<file path="src/rtl/tac_fifo.sv">
// Small register-based first-in first-out queue with full and empty flags.
// Uses no package items; DEPTH must be a power of two.
`timescale 1ns / 1ps

module tac_fifo #(
  parameter int WIDTH = 8,
  parameter int DEPTH = 4
) (
  input  logic             clk,
  input  logic             rst,
  input  logic             wr_en,
  input  logic [WIDTH-1:0] wr_data,
  output logic             full,
  input  logic             rd_en,
  output logic [WIDTH-1:0] rd_data,
  output logic             empty
);

  localparam int AW = $clog2(DEPTH);

  logic [WIDTH-1:0] mem [DEPTH];
  logic [AW:0]      wp;
  logic [AW:0]      rp;

  // Pointers carry one extra wrap bit to tell full from empty.
  assign empty   = (wp == rp);
  assign full    = (wp[AW-1:0] == rp[AW-1:0]) && (wp[AW] != rp[AW]);
  assign rd_data = mem[rp[AW-1:0]];

  always_ff @(posedge clk) begin
    if (rst) begin
      wp <= '0;
      rp <= '0;
    end else begin
      if (wr_en && !full) wp <= wp + 1'b1;
      if (rd_en && !empty) rp <= rp + 1'b1;
    end
  end

  // Storage needs no reset.
  always_ff @(posedge clk) begin
    if (wr_en && !full) mem[wp[AW-1:0]] <= wr_data;
  end

endmodule

</file>
<file path="config.mk">
export PLATFORM = sky130hd
export DESIGN_NAME = tac_fifo
export DESIGN_NICKNAME = d
export VERILOG_FILES = /design/src/rtl/tac_fifo.sv
export SDC_FILE = /design/constraint.sdc
export NUM_CORES = 1
export LEC_CHECK = 0
export BUFFER_PORTS_ARGS = -buffer_cell sky130_fd_sc_hd__buf_2
export CAP_MARGIN = 30
export CORE_MARGIN = 2
export CORE_UTILIZATION = 50
export DETAILED_ROUTE_END_ITERATION = 10
export PLACE_DENSITY = 0.82
export SYNTH_ARGS = -nofsm -noshare
export SYNTH_HDL_FRONTEND = slang
export SYNTH_SLANG_ARGS = --single-unit
</file>
<file path="constraint.sdc">
create_clock -name clk -period 1.6 [get_ports clk]
set_input_delay 0.08 -clock clk [delete_from_list [all_inputs] [get_ports clk]]
set_output_delay 0.08 -clock clk [all_outputs]
set_load 0.03 [all_outputs]
</file>
## After elaboration in Yosys (flattened, before gate mapping)

Memory sizes are Yosys's and may differ from the RTL's. A register that Yosys moved wholly into a read port is not among the register bits.
Cells that the tools add are included.

- Bits in registers: 6
- RAM bits: 32
- Logic and storage cells: 17
- Memories kept: 1

- Add/sub/neg operators: 2
- Eq/ne operators: 3
- Muxes and demuxes: 4
- Reductions and logical operators: 5

Memories:

| name | depth | width | rd ports | clocked after memory_dff | write ports | RTL line | RTL |
|---|---|---|---|---|---|---|---|
| mem | 4 | 8 | 1 | 1 | 1 | 21 | `logic [WIDTH-1:0] mem [DEPTH];` |

Operators with widths:

| cell | count |
|---|---|
| $add 3x1->3 const B | 2 |
| $mux 2 | 2 |
| $eq 3x3->1 | 1 |
| $logic_and 1x1->1 | 3 |
| $eq 2x2->1 | 1 |
| $logic_not 1->1 | 2 |
| $mux 1 | 2 |
| $ne 1x1->1 | 1 |

## Depth between registers and ports, before layout

- Depth after elaboration: 6
- Depth in mapped cells: 5

## Least setup slack after synthesis

No wires, ideal clock.

- Path type: reg-to-reg
- From: register rp[1]
- To: memory mem[3][0], enable pin
- Setup time: 0.378 ns
- Data arrival time: 1.190 ns
- Slack: 0.032 ns
- Cell stages (with the launch flop): 4
- Path through: dfxtp_1 -> clkbuf_4 -> xnor2_1 -> a31oi_1

- Cells in the longest elaborated chain, start to end: 6

RTL lines:

| item | RTL line | RTL |
|---|---|---|
| from (decl) | 23 | `logic [AW:0] rp;` |
| from (signal assigned) | 36 | `if (rd_en && !empty) rp <= rp + 1'b1;` |
| $eq 2x2->1 | 27 | `assign full = (wp[AW-1:0] == rp[AW-1:0]) && (wp[AW] != rp[AW]);` |
| $logic_and 1x1->1 | 27 |  |
| $logic_not 1->1 | 42 | `if (wr_en && !full) mem[wp[AW-1:0]] <= wr_data;` |
| $logic_and 1x1->1 | 42 |  |
| $mux 1 | 42 |  |
| $mux 1 (implied by the code) | 42 |  |
| to (decl) | 21 |  |

Every way passes these cells.

==> impl_metrics.csv <==
group,metric,value,unit
run_status,status,"finished, final reports clean",
power,leakagePower,0.780,nW
final_layout,ff_latch_area,1120,sq um
cts,root_buffer,"clkbuf_4",
power,powerDensity,1730,nW/um^2
placement,port_buffers,21,
logic_synthesis,synth.cell_area,1730,sq um
grt,grt.overflow.total,0,
floorplanning,core-area,3340,sq um
sta,slew_headroom,0.749,
power,internal_power,2.45,mW
route,drc,0,
placement,hpwl,2340,um
worst_setup_path,crit_required,1.52,ns
placement,place_congestion,0.865,
logic_synthesis,synth_top_area_cell,"edfxtp_1",
worst_setup_path,arrival,1.50,ns
route,drt_iter0_markers,42,
floorplanning,die_width,62.9,um
final_layout,mostFrequentLayoutCell,"edfxtp_1",
route,via_per_inst,5.46,
sta,finalMaxSlewViolations,0,
logic_synthesis,synth_top_area_share,0.555,
sta,rsz0062_at_grt,"yes",
logic_synthesis,syn_area_per_cell,15.7,sq um
power,power,3.79,mW
final_layout,multi_input_area,594,sq um
grt,grt_pass1_vias,1127,
job,max-cap-violations,0,
route,wire_per_inst,16.7,um
placement,pre_cts_ws,0.0323,ns
grt,antenna_found_initial,0,
cts,cts_tree,"yes",
floorplanning,die_height,62.9,um
grt,grt_first_pass_wirelength,5330,um
worst_setup_path,critPathMaxFanout,8,
sta,finalCriticalPeriod,1.58,ns
grt,grt_max_degree,13,
cts,numCtsBuffers,5,
power,peakVddDrop,0.00109,V
floorplanning,initial_utilization,0.519,
final_layout,final_core_util,0.657,
sta,setup_tns,0,ns
final_layout,area_delta_synth_final,26.6,%
route,ant_nets,0,
power,swShare,0.354,
logic_synthesis,synthesis.nets,127,
sta,clock_skew,0.00490,ns
power,switchingPower,1.34,mW
worst_setup_path,critPathKind,"reg -> out",
sta,setup_viol,0,
hold_path,hp-class,"in -> reg",
logic_synthesis,postSynthCellCount,110,
sta,tightest_slew,0.375,ns
cts,cts_setup_buffers,0,
cts,htree_levels,2,
sta,finalCritPeriodShare,0.990,
cts,clkTransAtPathRegs,0.10,ns
route,via_count,1081,
cts,cts.sinks,40,
power,combPwrFrac,0.472,
worst_setup_path,crit_path_end_kind,"output pin",
cts,insertion_delay,0.33,ns
sta,fmax,631,MHz
logic_synthesis,synth-seq-cells,40,
logic_synthesis,synth-warning-count,0,
final_layout,nets,168,
route,wirelength,3310,um
final_layout,insertedDiodeCount,0,
floorplanning,rows,21,
sta,fin_hold_ws,0.0392,ns
logic_synthesis,ys_top_cells_by_area,"edfxtp_1 (55%), mux4_2 (10%), dfxtp_1 (9.2%), ha_1 (3.6%), o211ai_1 (2.2%)",
logic_synthesis,yosysSeqAreaShare,0.647,
power,power.share.clock,0.145,
grt,grt_usage,0.185,
sta,hold_violations,0,
route,drt-pass1-iter-count,5,
final_layout,fillers,251,
worst_setup_path,cp-start-kind,"flip-flop",
floorplanning,io_pins,22,
floorplanning,die_area,3950,sq um
final_layout,final_cell_mix,"edfxtp_1 (32), buf_2 (11), buf_4 (10), buf_6 (9)",
power,power_frac_seq,0.383,
final_layout,layout-drive-gt1-share,0.375,
logic_synthesis,yosysUniqueCellTypes,29,
cts,clk_path_buf_depth,2,
sta,setup_ws,0.0161,ns
==> power groups by stage <==
| stage | Sequential (mW) | Clock [mW] | Combinational [mW] |
|---|---|---|---|
| floorplan | 1.42 | 0 | 1.02 |
| global placement | 1.42 | 0 | 1.42 |
| detailed placement | 1.44 | 0 | 1.47 |
| CTS | 1.43 | 0.566 | 1.69 |
| global route | 1.47 | 0.606 | 1.92 |
| finish | 1.45 | 0.550 | 1.79 |
==> path summary, 6_finish.rpt <==
| check | start | end | slack (ns) | depth (start not counted) |
|---|---|---|---|---|
| worst max-delay path | flip-flop | rd_data[5] | 0.02 | 3 |
| worst min-delay path | rst | wp[2]$_SDFFE_PP0P_ | 0.04 | 2 |
| worst max register to register | wp[2]$_SDFFE_PP0P_ | mem[2][7]$_DFFE_PP_ | 0.09 | 3 |
| worst min register to register | rp[2]$_SDFFE_PP0P_ | rp[2]$_SDFFE_PP0P_ | 0.58 | 2 |
==> routing by layer <==
metal  vias up  GRT usage  share of wire
met5         -          0              0
met4         0     0.0667          0.014
met3         5     0.0631          0.040
met2        29      0.347           0.56
met1       530      0.188           0.39
li1        517          -              -
==> cells by family (layout without fill, tap and decap cells) <==
logic type | count (synthesis) | in the layout | synth area share
flops | 40 | 40 | 0.647
simple gates | 23 | 23 | 0.0752
compound gates | 19 | 19 | 0.0744
buf+inv | 9 | 51 | 0.0325
mux | 8 | 8 | 0.104
xor+xnor | 6 | 6 | 0.0304
fa+ha+maj | 5 | 5 | 0.0361
==> sequential cells by signal (all words and copies together) (netlist names), named ones only <==
| register | cells |
|---|---|
| mem | 32 |
| rp | 3 |
| wp | 3 |
==> per-stage QoR <==
stage               cell area, sq um  std cells
global route                    2190        198
CTS                             2140        198
global placement                1930        182
finish                          2190        198
detailed placement              1930        182
floorplan                       1730        110
==> synthesized netlist by cell type <==
| cell type | number |
|---|---|
| a211o_2 | 1 |
| buf_6 | 1 |
| or4_1 | 1 |
| xor2_1 | 3 |
| a211o_1 | 1 |
| and2_1 | 3 |
| inv_1 | 4 |
| nor3b_1 | 4 |
| a41oi_1 | 2 |
| buf_1 | 1 |
| xnor2_1 | 3 |
| or3_1 | 1 |
| ha_1 | 5 |
| clkbuf_8 | 1 |
| dfxtp_1 | 8 |
| nand2_1 | 5 |
| nand4_1 | 2 |
| nor2_1 | 2 |
| edfxtp_1 | 32 |
| mux4_2 | 8 |
| nand3_1 | 3 |
| a31oi_1 | 4 |
| o211ai_1 | 5 |
| buf_2 | 1 |
| and3_1 | 1 |
| nand3b_1 | 1 |
| a21oi_1 | 2 |
| clkbuf_4 | 1 |
| o21ai_0 | 4 |
==> final cells by class <==
| cell class | count | share of cell area |
|---|---|---|
| clock buffer | 8 | 0.0314 |
| inverter | 4 | 0.00685 |
| multi-input combinational | 61 | 0.271 |
| sequential | 40 | 0.513 |
| tap | 46 | 0.0263 |
| timing repair buffer | 39 | 0.151 |
==> critical path, stage by stage (launching register included) <==
cell and delay [ns]:
dfxtp_2 0.36, buf_12 0.13, mux4_2 0.52, buf_6 0.16
==> repair_timing <==
item,CTS,global route
gates resized for setup,22,12
hold buffers,8,0
setup endpoints to repair,15,26
pin swaps,0,1
hold endpoints to repair,32,0
(Power assumes the default switching activity.)
