<file path="config.mk">
export PLATFORM = sky130hd
export DESIGN_NAME = tac_front
export DESIGN_NICKNAME = d
export VERILOG_FILES = /design/src/rtl/tac_pkg.sv /design/src/rtl/tac_front.sv
export SDC_FILE = /design/constraint.sdc
export NUM_CORES = 1
export LEC_CHECK = 0
export ABC_AREA = 1
export BUFFER_PORTS_ARGS = -buffer_cell sky130_fd_sc_hd__buf_2
export CORE_ASPECT_RATIO = 1.2
export CORE_MARGIN = 4
export CORE_UTILIZATION = 35
export CTS_CLUSTER_DIAMETER = 200
export DETAILED_ROUTE_END_ITERATION = 16
export PLACE_DENSITY = 0.58
export SYNTH_ARGS = -nofsm -noshare
export SYNTH_HDL_FRONTEND = slang
export SYNTH_SLANG_ARGS = --single-unit
</file>
<file path="constraint.sdc">
create_clock -name clk -period 10.5 [get_ports clk]
set_clock_uncertainty 0.1 [all_clocks]
set_input_delay 0 -clock clk [delete_from_list [all_inputs] [get_ports clk]]
set_output_delay 0 -clock clk [all_outputs]
set_load 0.02 [all_outputs]
</file>
<file path="src/rtl/tac_pkg.sv">
// Shared types and fixed-point constants for the thermistor temperature converter.
// No dependencies; every other file but tac_fifo refers to this package by scoped names.
`timescale 1ns / 1ps

package tac_pkg;

  // Register and field widths.
  localparam int SR_W     = 20;   // series resistor in ohms
  localparam int COEF_W   = 41;   // Steinhart-Hart coefficients, units of 2^-48
  localparam int COEF_LO  = 24;   // split point of a coefficient for partial products
  localparam int RQ_FRAC  = 20;   // fraction bits of the resistance
  localparam int LOG_FRAC = 24;   // fraction bits of the logarithms
  localparam int LOG_IT   = 24;   // squaring steps of the log2 fraction
  localparam int LZ_W     = 6;    // width of the leading-zero count and exponent
  localparam int LZ_STEPS = 6;    // binary search steps of the normalizer
  localparam int MANT_W   = 32;   // Q1.31 mantissa
  localparam int TEMP_W   = 16;
  localparam int CFG_IDX_W = 2;

  // Logarithm and polynomial widths.
  localparam int LG2_W = LZ_W + LOG_FRAC + 1;  // signed log2 R
  localparam int MAG_W = 30;                   // |log2 R| and |ln R|
  localparam int L2_W  = 36;                   // (ln R)^2
  localparam int L3_W  = 43;                   // |ln R|^3
  localparam int L3_LO = 21;                   // split point of (ln R)^3
  localparam int BL_W  = 47;                   // B * ln R
  localparam int CL_W  = 61;                   // C * (ln R)^3
  localparam int D_W   = 63;                   // signed denominator
  localparam int QT_W  = 17;                   // quotient bits kept by the final divide
  localparam int CMP_W = 80;                   // compare width of the final divide

  localparam logic [MAG_W-1:0] LN2_Q30   = 30'd744261118;
  localparam logic [LG2_W-1:0] LOG2_OFS  = LG2_W'(20 * 16777216);
  localparam logic [D_W-1:0]   CENTI_ONE = D_W'(100) << 48;

  localparam logic [QT_W-1:0] TC_HI = 17'd57315;
  localparam logic [QT_W-1:0] TC_LO = 17'd21815;
  localparam logic [QT_W-1:0] KELVIN_OFS = 17'd27315;
  localparam logic signed [TEMP_W-1:0] T_MIN = -16'sd5500;
  localparam logic signed [TEMP_W-1:0] T_MAX = 16'sd30000;

  // Result status codes.
  typedef enum logic [1:0] {
    ST_OK   = 2'd0,
    ST_ZERO = 2'd1,
    ST_FULL = 2'd2,
    ST_SAT  = 2'd3
  } status_t;

  // Configuration register indexes.
  typedef enum logic [CFG_IDX_W-1:0] {
    REG_SERIES = 2'd0,
    REG_COEF_A = 2'd1,
    REG_COEF_B = 2'd2,
    REG_COEF_C = 2'd3
  } reg_idx_t;

  // One finished result.
  typedef struct packed {
    logic signed [TEMP_W-1:0] temp;
    status_t                  status;
  } result_t;

endpackage

</file>
<file path="src/rtl/tac_front.sv">
// Front end: takes samples, classifies faults, forms the resistance operands.
// Depends on tac_pkg for the status codes and widths.
`timescale 1ns / 1ps

module tac_front #(
  parameter int ADC_BITS = 12
) (
  input  logic                      clk,
  input  logic                      rst,
  input  logic                      push,
  input  logic [ADC_BITS-1:0]       adc_sample,
  output logic                      full,
  input  logic [tac_pkg::SR_W-1:0]  series_resistance,
  input  logic                      q_full,
  output logic                      q_wr,
  output logic [ADC_BITS+tac_pkg::SR_W+tac_pkg::RQ_FRAC-1:0] q_num,
  output logic [ADC_BITS-1:0]       q_den,
  output tac_pkg::status_t          q_cls
);

  localparam int PW = ADC_BITS + tac_pkg::SR_W;

  logic                   f_v;
  logic [PW-1:0]          f_prod;
  logic [ADC_BITS-1:0]    f_den;
  tac_pkg::status_t       f_cls;
  logic                   take;
  tac_pkg::status_t       cls;

  // The stage register frees as soon as its item moves into the queue.
  assign full = f_v && q_full;
  assign take = push && !full;
  assign q_wr = f_v;

  // Fault classification of the raw code.
  always_comb begin
    if (adc_sample == '0) cls = tac_pkg::ST_ZERO;
    else if (adc_sample == '1) cls = tac_pkg::ST_FULL;
    else cls = tac_pkg::ST_OK;
  end

  always_ff @(posedge clk) begin
    if (rst) begin
      f_v <= 1'b0;
    end else if (take) begin
      f_v <= 1'b1;
    end else if (!q_full) begin
      f_v <= 1'b0;
    end
  end

  // Product of sample and series resistor, and the divisor full scale minus sample.
  always_ff @(posedge clk) begin
    if (take) begin
      f_prod <= PW'(adc_sample) * PW'(series_resistance);
      f_den  <= '1 - adc_sample;
      f_cls  <= cls;
    end
  end

  assign q_num = {f_prod, {tac_pkg::RQ_FRAC{1'b0}}};
  assign q_den = f_den;
  assign q_cls = f_cls;

endmodule

</file>
# Word-level counts from Yosys, hierarchy flattened
# Cells that the tools add are included.
# totals
reg_bits,47
latchBits,0
mem_bits_rw,0
mem_bits_ro,0
in_bits,36
out_inout_bits,68
wordCells,15
mem_count,0
# op_classes
addsub,1
multipliers,1
div_mod_pow,0
magnitude_cmp,0
eq_ne,2
shift,0
mux,3
n_bitwise,0
n_reduce_logical,4
# op_table
op,n
$mul A12 B20 Y32,1
$eq A12 B12 Y1 const B,1
$logic_not A12 Y1,1
$sub A12 B12 Y12 const A,1
$logic_and A1 B1 Y1,2
$mux W1,2
$mux W2,1
$ne A2 B1 Y1 const B,1
$logic_not A1 Y1,1

# Longest topological paths before layout
# Gate-level depths: netlist of run 1.
# depth
depth_word,4
depth_mapped,23
depth_no_buf,22

# Least setup slack after synthesis of run 1
# Ideal clock, no wire load.
# synth_path
kind,input-to-reg
start,input series_resistance[17] (netlist name)
end,"register f_prod[26], data pin"
setup_time_ns,0.253
arrival_ns,3.951
required_time_ns,10.147
path_slack_ns,6.196
path_stages,19
n_path_buf,1
path_cell_list,clkbuf_1 > nand2_1 > fa_1 > inv_1 > fa_1 > inv_1 > fa_1 > fa_1 > fa_1 > inv_1 > ha_1 > nand2_2 > inv_1 > a21oi_1 > inv_1 > a21oi_1 > nand3_1 > nand2_1 > nand2_1
# synth_via
elab_chain_cells,1
# synth_lines
element,line,text
start: declaration,tac_front.sv:13,"input logic [tac_pkg::SR_W-1:0] series_resistance,"
$mul A12 B20 Y32,tac_front.sv:55,f_prod <= PW'(adc_sample) * PW'(series_resistance);
end signal: assignment,tac_front.sv:55,
end: declaration,tac_front.sv:24,logic [PW-1:0] f_prod;
# Every way passes these cells.
# A chain may end at the register's enable or synchronous reset.

# Final worst setup path of run 1
# layout_path
start,input adc_sample[3]
end,"register f_prod[24], data pin"
# layout_via
elab_chain_cells,1
# layout_lines
element,line,text
start: declaration,tac_front.sv:11,"input logic [ADC_BITS-1:0] adc_sample,"
$mul A12 B20 Y32,tac_front.sv:55,
# Every way passes these cells.

==> results.cfg, run 1 <==
[run_status]
outcome = finished, final reports clean

[sta]
whs_ns = 0.0767
setup_violations = 0
finalHoldViolCount = 0
period_share_pct = 43.6
fin_ws_ns = 5.92
min_period_ns = 4.58
relSlewSlack_pct = 59.6
timing.setup.tns_ns = 0
tightest_slew_ns = 0.605
fmax_ghz = 0.219
maxSlewViolCount = 0
grt_setup_unrepaired = false

[critical_path]
crit_end = f_prod[24]
cp-start-kind = input port
path_class = input port to flip-flop
endpoint_kind = flip-flop
crit_path_frequent_cell = fa_1
cp_slowest_cell = fa_1
worstPathCellList = buf_2, nand2_1, fa_1, inv_1, fa_1, inv_1, fa_1, fa_1, fa_1, inv_1, ha_1, nand2_2, inv_1, nand2_2, nor3_1, nand3b_1, nand4_1, nand2_1
worstReg2RegStart = q_wr
crit_fanout = 22
r2r_slack_ns = 9.00
worst_r2r_path_depth = 4
startpoint = adc_sample[3]
worstPathRequired_ns = 10.46
cp.arrival_ns = 4.53
cp_slowest_stage_delay_ns = 0.60
r2r_end = q_den[1]

[placement]
portBuffers = 83
dp_hpwl_um = 20200
routabilityCongestion = 0.863
dp_slack_ns = 5.59

[floorplan]
start_util_pct = 35.6
die_w_um = 162
fp.dieH_um = 193
rows = 67
coreArea_um2 = 28000
ios = 104
die_area_um2 = 31200

[synth]
syn-cell-area_um2 = 9960
avgSynthCellArea_um2 = 7.70
syn-instance-count = 1293
yosys_warnings = 0
yosysSeqAreaShare_pct = 14.1
synthDistinctLibCells = 23
synth_seq_cells = 47

[routing]
wl_um = 23700
drtIter0Drc = 346
vias = 7709
drc = 0
firstDrtPassIters = 5
vias_per_cell = 4.48
postRouteAntennaNets = 0
post_drt_wl_per_cell_um = 13.8

[layout]
nets = 1627
antennaDiodeCount = 0
multi_input_area_um2 = 6890
fillers = 3003
ff_latch_area_um2 = 1400
mostFrequentLayoutCell = nand2_1
area_growth_pct = 8.25
mostFrequentLayoutCells = 422 x nand2_1, 381 x inv_1, 180 x fa_1, 83 x buf_2, 70 x ha_1
drive_gt1_share_pct = 8.42

[grt]
overflow = 0
grt_usage_pct = 16.1
grt_pass1_vias = 8343
grt_pass1_wl_um = 40300
grt_start_max_net_pins = 47
antenna_found_initial = 0

[hold_path]
worstHoldPathType = input port to flip-flop
holdPathStages = 3

[clocking]
cts_resized = 0
root_buffer = clkbuf_16
htreeDepth = 2
clk_latency_ns = 0.29
path_clk_slew_ns = 0.07
cts_tree = yes
clockBufferDepth = 2
numCtsBuffers = 5
cts.sinks = 47

[flow_run]
maxCapViolations = 0
[worst max-delay path: cells and delay by family]
kind	cells	cell delay [ns]
adder cells (fa/ha/maj)	6	2.99
buffers and inverters	5	0.61
AND/OR/NAND/NOR	7	0.94
[worst min-delay path by stage]
stage / startpoint / end / slack, ns
detailed placement: rst / q_wr / 0.06
CTS: series_resistance[0] / f_prod[0] / 0.07
global route: adc_sample[4] / q_den[4] / 0.11
global placement: rst / q_wr / 0.06
finish: series_resistance[0] / f_prod[0] / 0.08
floorplan: rst / q_wr / -0.03
[cells by family (layout without fill, tap and decap cells)]
| family | Yosys count | count (layout) | share of synthesized area (%) |
|---|---|---|---|
| AND/OR/NAND/NOR | 515 | 515 | 21.0 |
| AO/OA/AOI/OAI | 19 | 19 | 1.03 |
| other | 1 | 20 | 0.0376 |
| flip-flops | 47 | 47 | 14.1 |
| buffers and inverters | 445 | 475 | 17.5 |
| XOR/XNOR | 16 | 16 | 1.41 |
| adder cells (fa/ha/maj) | 250 | 250 | 45.0 |
[cell usage after synthesis, drive strengths merged]
cell type,count,area (um^2)
edfxtp,46,1380
fa,180,3600
nor2,34,155
conb,1,3.75
ha,70,876
nand3b,1,7.51
dfxtp,1,20.0
xor2,14,123
a21oi,16,80.1
xnor2,2,17.5
a21o,1,7.51
nor3,5,25.0
o21bai,2,15.0
buf,20,150
nand3,32,185
nand4,12,75.1
nand2,431,1640
inv,381,1430
clkbuf,44,165
[flip-flops by register name (all words and copies together), names as in the netlist]
| signal | flops |
|---|---|
| q_den | 12 |
| q_cls | 2 |
| q_wr | 1 |
| f_prod | 32 |
[layout make-up]
cell class / instances / share of cell area [%]
flip-flops and latches: 47 / 13.0
well taps: 379 / 4.40
inverters: 381 / 13.3
repair buffers: 86 / 4.11
multi-input cells: 820 / 63.9
clock inverters: 2 / 0.116
clock buffers: 6 / 1.20
[per-layer routing]
layer / up-vias / GRT usage [%] / share of wire (%)
met5: - / 0 / 0
met1: 3753 / 17.3 / 37
li1: 3718 / - / -
met3: 44 / 1.71 / 4.1
met4: 0 / 4.75 / 3.0
met2: 194 / 32.7 / 56
[metrics by stage]
step	cells	instance area [um^2]	util [%]
floorplan	1312	10000	-
global placement	1711	10600	37.9
detailed placement	1711	10600	37.9
CTS	1721	10800	38.5
global route	1721	10800	38.5
finish	1721	10800	38.5
[what timing repair did]
item	CTS	global route
setup buffers	0	0
hold buffers	2	0
endpoints found under the hold margin	1	0
Power of run 1 is not shown: default switching activity piles up to over one toggle a cycle in this logic, so the estimate is an artifact.
==> run 2: changes to the inputs <==
ABC_AREA = 0   (was 1)
PLACE_DENSITY = 0.6   (was 0.58)
clock period = 3.9 ns   (was 10.5 ns; I/O delays follow)
==> run 2 against run 1 <==
  * The flow now finishes with violations (negative setup slack)
  * Worst hold slack worse by 0.063 ns
  * Area after synthesis is 6.3% lower
  * Final cell count is 6.1% lower
  * Count of clock-buffer cells in the layout is 1 lower
  * Worst setup slack worse by 6.6 ns
  * Die area is 6.1% lower
  * Routed wire length is 5.1% higher
  * Sequential share of layout area is 2.2 points lower
  * Flip-flop and latch count stayed put
  * Critical path type unchanged
==> results.cfg, run 2 <==
[synth]
yosys.cell_count.top_type = inv_1
synth_edf_count = 46
synth_top_cells_by_area = fa_1 39%, edfxtp_1 15%, ha_1 9.4%
syn-cell-area_um2 = 9330
yosysSeqAreaShare_pct = 15.0
syn-instance-count = 1024
avgSynthCellArea_um2 = 9.11
synth_top_area_share_pct = 38.6
synthArstFlopShare_pct = 0
synthDistinctLibCells = 48
ys_top_cells_by_count = 227 x inv_1, 197 x nand2_1, 180 x fa_1
synth_top_area_cell = fa_1
synth_top_flop_cell = edfxtp_1
synth_seq_cells = 47
yosys_warnings = 0

[clocking]
root_buffer = clkbuf_16
htreeDepth = 2
cts_tree = yes
path_clk_slew_ns = 0.09
clk_latency_ns = 0.30
cts.sinks = 47
numCtsBuffers = 5
clockBufferDepth = 2

[sta]
timing.setup.tns_ns = -9.89
grt_setup_unrepaired = true
whs_ns = 0.0133
fmax_ghz = 0.218
fin_ws_ns = -0.690
min_period_ns = 4.59
finalHoldViolCount = 0
relSlewSlack_pct = 44.9
period_share_pct = 118
maxSlewViolCount = 0
tightest_slew_ns = 0.825
setup_violations = 21

[placement]
dp_hpwl_um = 20100
dp_slack_ns = -1.13
portBuffers = 83
routabilityCongestion = 0.860

[floorplan]
rows = 65
start_util_pct = 35.5
ios = 104
coreArea_um2 = 26300
die_area_um2 = 29300
fp.dieH_um = 187
die_w_um = 157

[layout]
mostFrequentLayoutCell = inv_1
area_growth_pct = 39.0
drive_gt1_share_pct = 36.4
mostFrequentLayoutCells = 210 x inv_1, 180 x buf_4, 173 x nand2_1, 160 x fa_1, 64 x buf_2
regMostFlops = f_prod
largest_reg_flops = 32
antennaDiodeCount = 0
nets = 1566
post-route-util_pct = 49.3

[routing]
vias_per_cell = 4.69
wl_um = 24900
post_drt_wl_per_cell_um = 15.4
vias = 7583
drc = 0
firstDrtPassIters = 5
postRouteAntennaNets = 0
drtIter0Drc = 294

[run_status]
outcome = complete, but fails checks
violations = negative setup slack

[critical_path]
cp.arrival_ns = 4.56
crit_path_frequent_cell = fa_1
cp_slowest_stage_delay_ns = 0.55
worst_r2r_path_depth = 3
crit_fanout = 6
path_class = input port to flip-flop
worstPathRequired_ns = 3.87
worstPathCellList = buf_12, and2_4, fa_1, inv_2, fa_1, inv_1, fa_1, fa_1, inv_1, fa_1, inv_2, ha_4, buf_4, a21oi_4, a21boi_2, o211ai_1, buf_4, a211oi_2, buf_4, nor2_4, xnor2_2
endpoint_kind = flip-flop
crit_buf_inv = 8
critical-path-top-delay-family = adder cells
cp-start-kind = input port
cp_slowest_cell = fa_1
crit_cells = 21

[hold_path]
worstHoldPathType = input port to flip-flop
holdPathStages = 3

[grt]
overflow = 0
busiest_layer = met2
grt_util_met1_pct = 19.6
grt_start_max_net_pins = 29
grt_usage_pct = 17.8
grt_use_met2_pct = 34.9
grt_pass1_vias = 8527
antenna_found_initial = 0
grt_pass1_wl_um = 41500
use_met3_pct = 1.92

[flow_run]
maxCapViolations = 0
==> run 2: cell types whose count changed after synthesis, moves of 7 or more <==
| cell | delta |
|---|---|
| nand3_1 | -24 |
| nand4_1 | -7 |
| nand2_2 | -9 |
| inv_1 | -154 |
| nor2_1 | -9 |
| a21oi_1 | +9 |
| and2_1 | +68 |
| xnor2_1 | +14 |
| a21o_1 | +8 |
| nor2b_1 | +7 |
| nand2_1 | -225 |
| o21ai_0 | +11 |
==> run 2: layout make-up <==
class	instances	area, um^2
clock inverter	3	46.3
clock buffer	5	125
fill	2420	13300
multi-input combinational	698	7640
inverter	227	852
sequential	47	1400
tap	335	419
timing repair buffer	301	2480
==> run 2: final timing paths <==
check | start | endpoint | slack, ns
worst max-delay path | series_resistance[5] | f_prod[22] | -0.69
worst min-delay path | adc_sample[8] | q_den[8] | 0.01
worst min register to register | q_wr | f_prod[4] | 0.80
worst max register to register | q_wr | f_prod[24] | 1.88
==> run 2: cells by family (layout without fill, tap and decap cells) <==
group	after synthesis	count (layout)	synth area share [%]
AO/OA/AOI/OAI	81	81	5.67
XOR/XNOR	26	26	2.44
adder cells (fa/ha/maj)	250	250	48.0
buffers and inverters	298	536	13.0
flip-flops	47	47	15.0
other	1	20	0.0402
AND/OR/NAND/NOR	321	321	15.8
==> run 2: tightest hold or removal path: stages <==
cell and delay, ns:
buf_6 0.12, buf_6 0.14, inv_1 0.05
==> run 2: timing repair <==
action | CTS | global route
setup buffers | 24 | 7
endpoints found under the hold margin | 3 | 0
hold buffers | 4 | 0
cloned | 4 | 0
endpoints found under the setup margin | 22 | 22
gates resized for setup | 142 | 68
pin swaps | 84 | 77
==> run 2: metrics by stage <==
step	area (um^2)	std cells
after floorplan	10100	1043
after global placement	11600	1571
after detailed placement	11600	1571
after global routing	13000	1616
final	13000	1616
after CTS	12700	1609
==> run 2: per-layer routing <==
layer | wire (um) | vias up
li1 | - | 3557
met1 | 9250 | 3820
met3 | 740 | 50
met5 | 0 | -
met4 | 904 | 0
met2 | 14000 | 156
Power of run 2 is left out for the same reason.
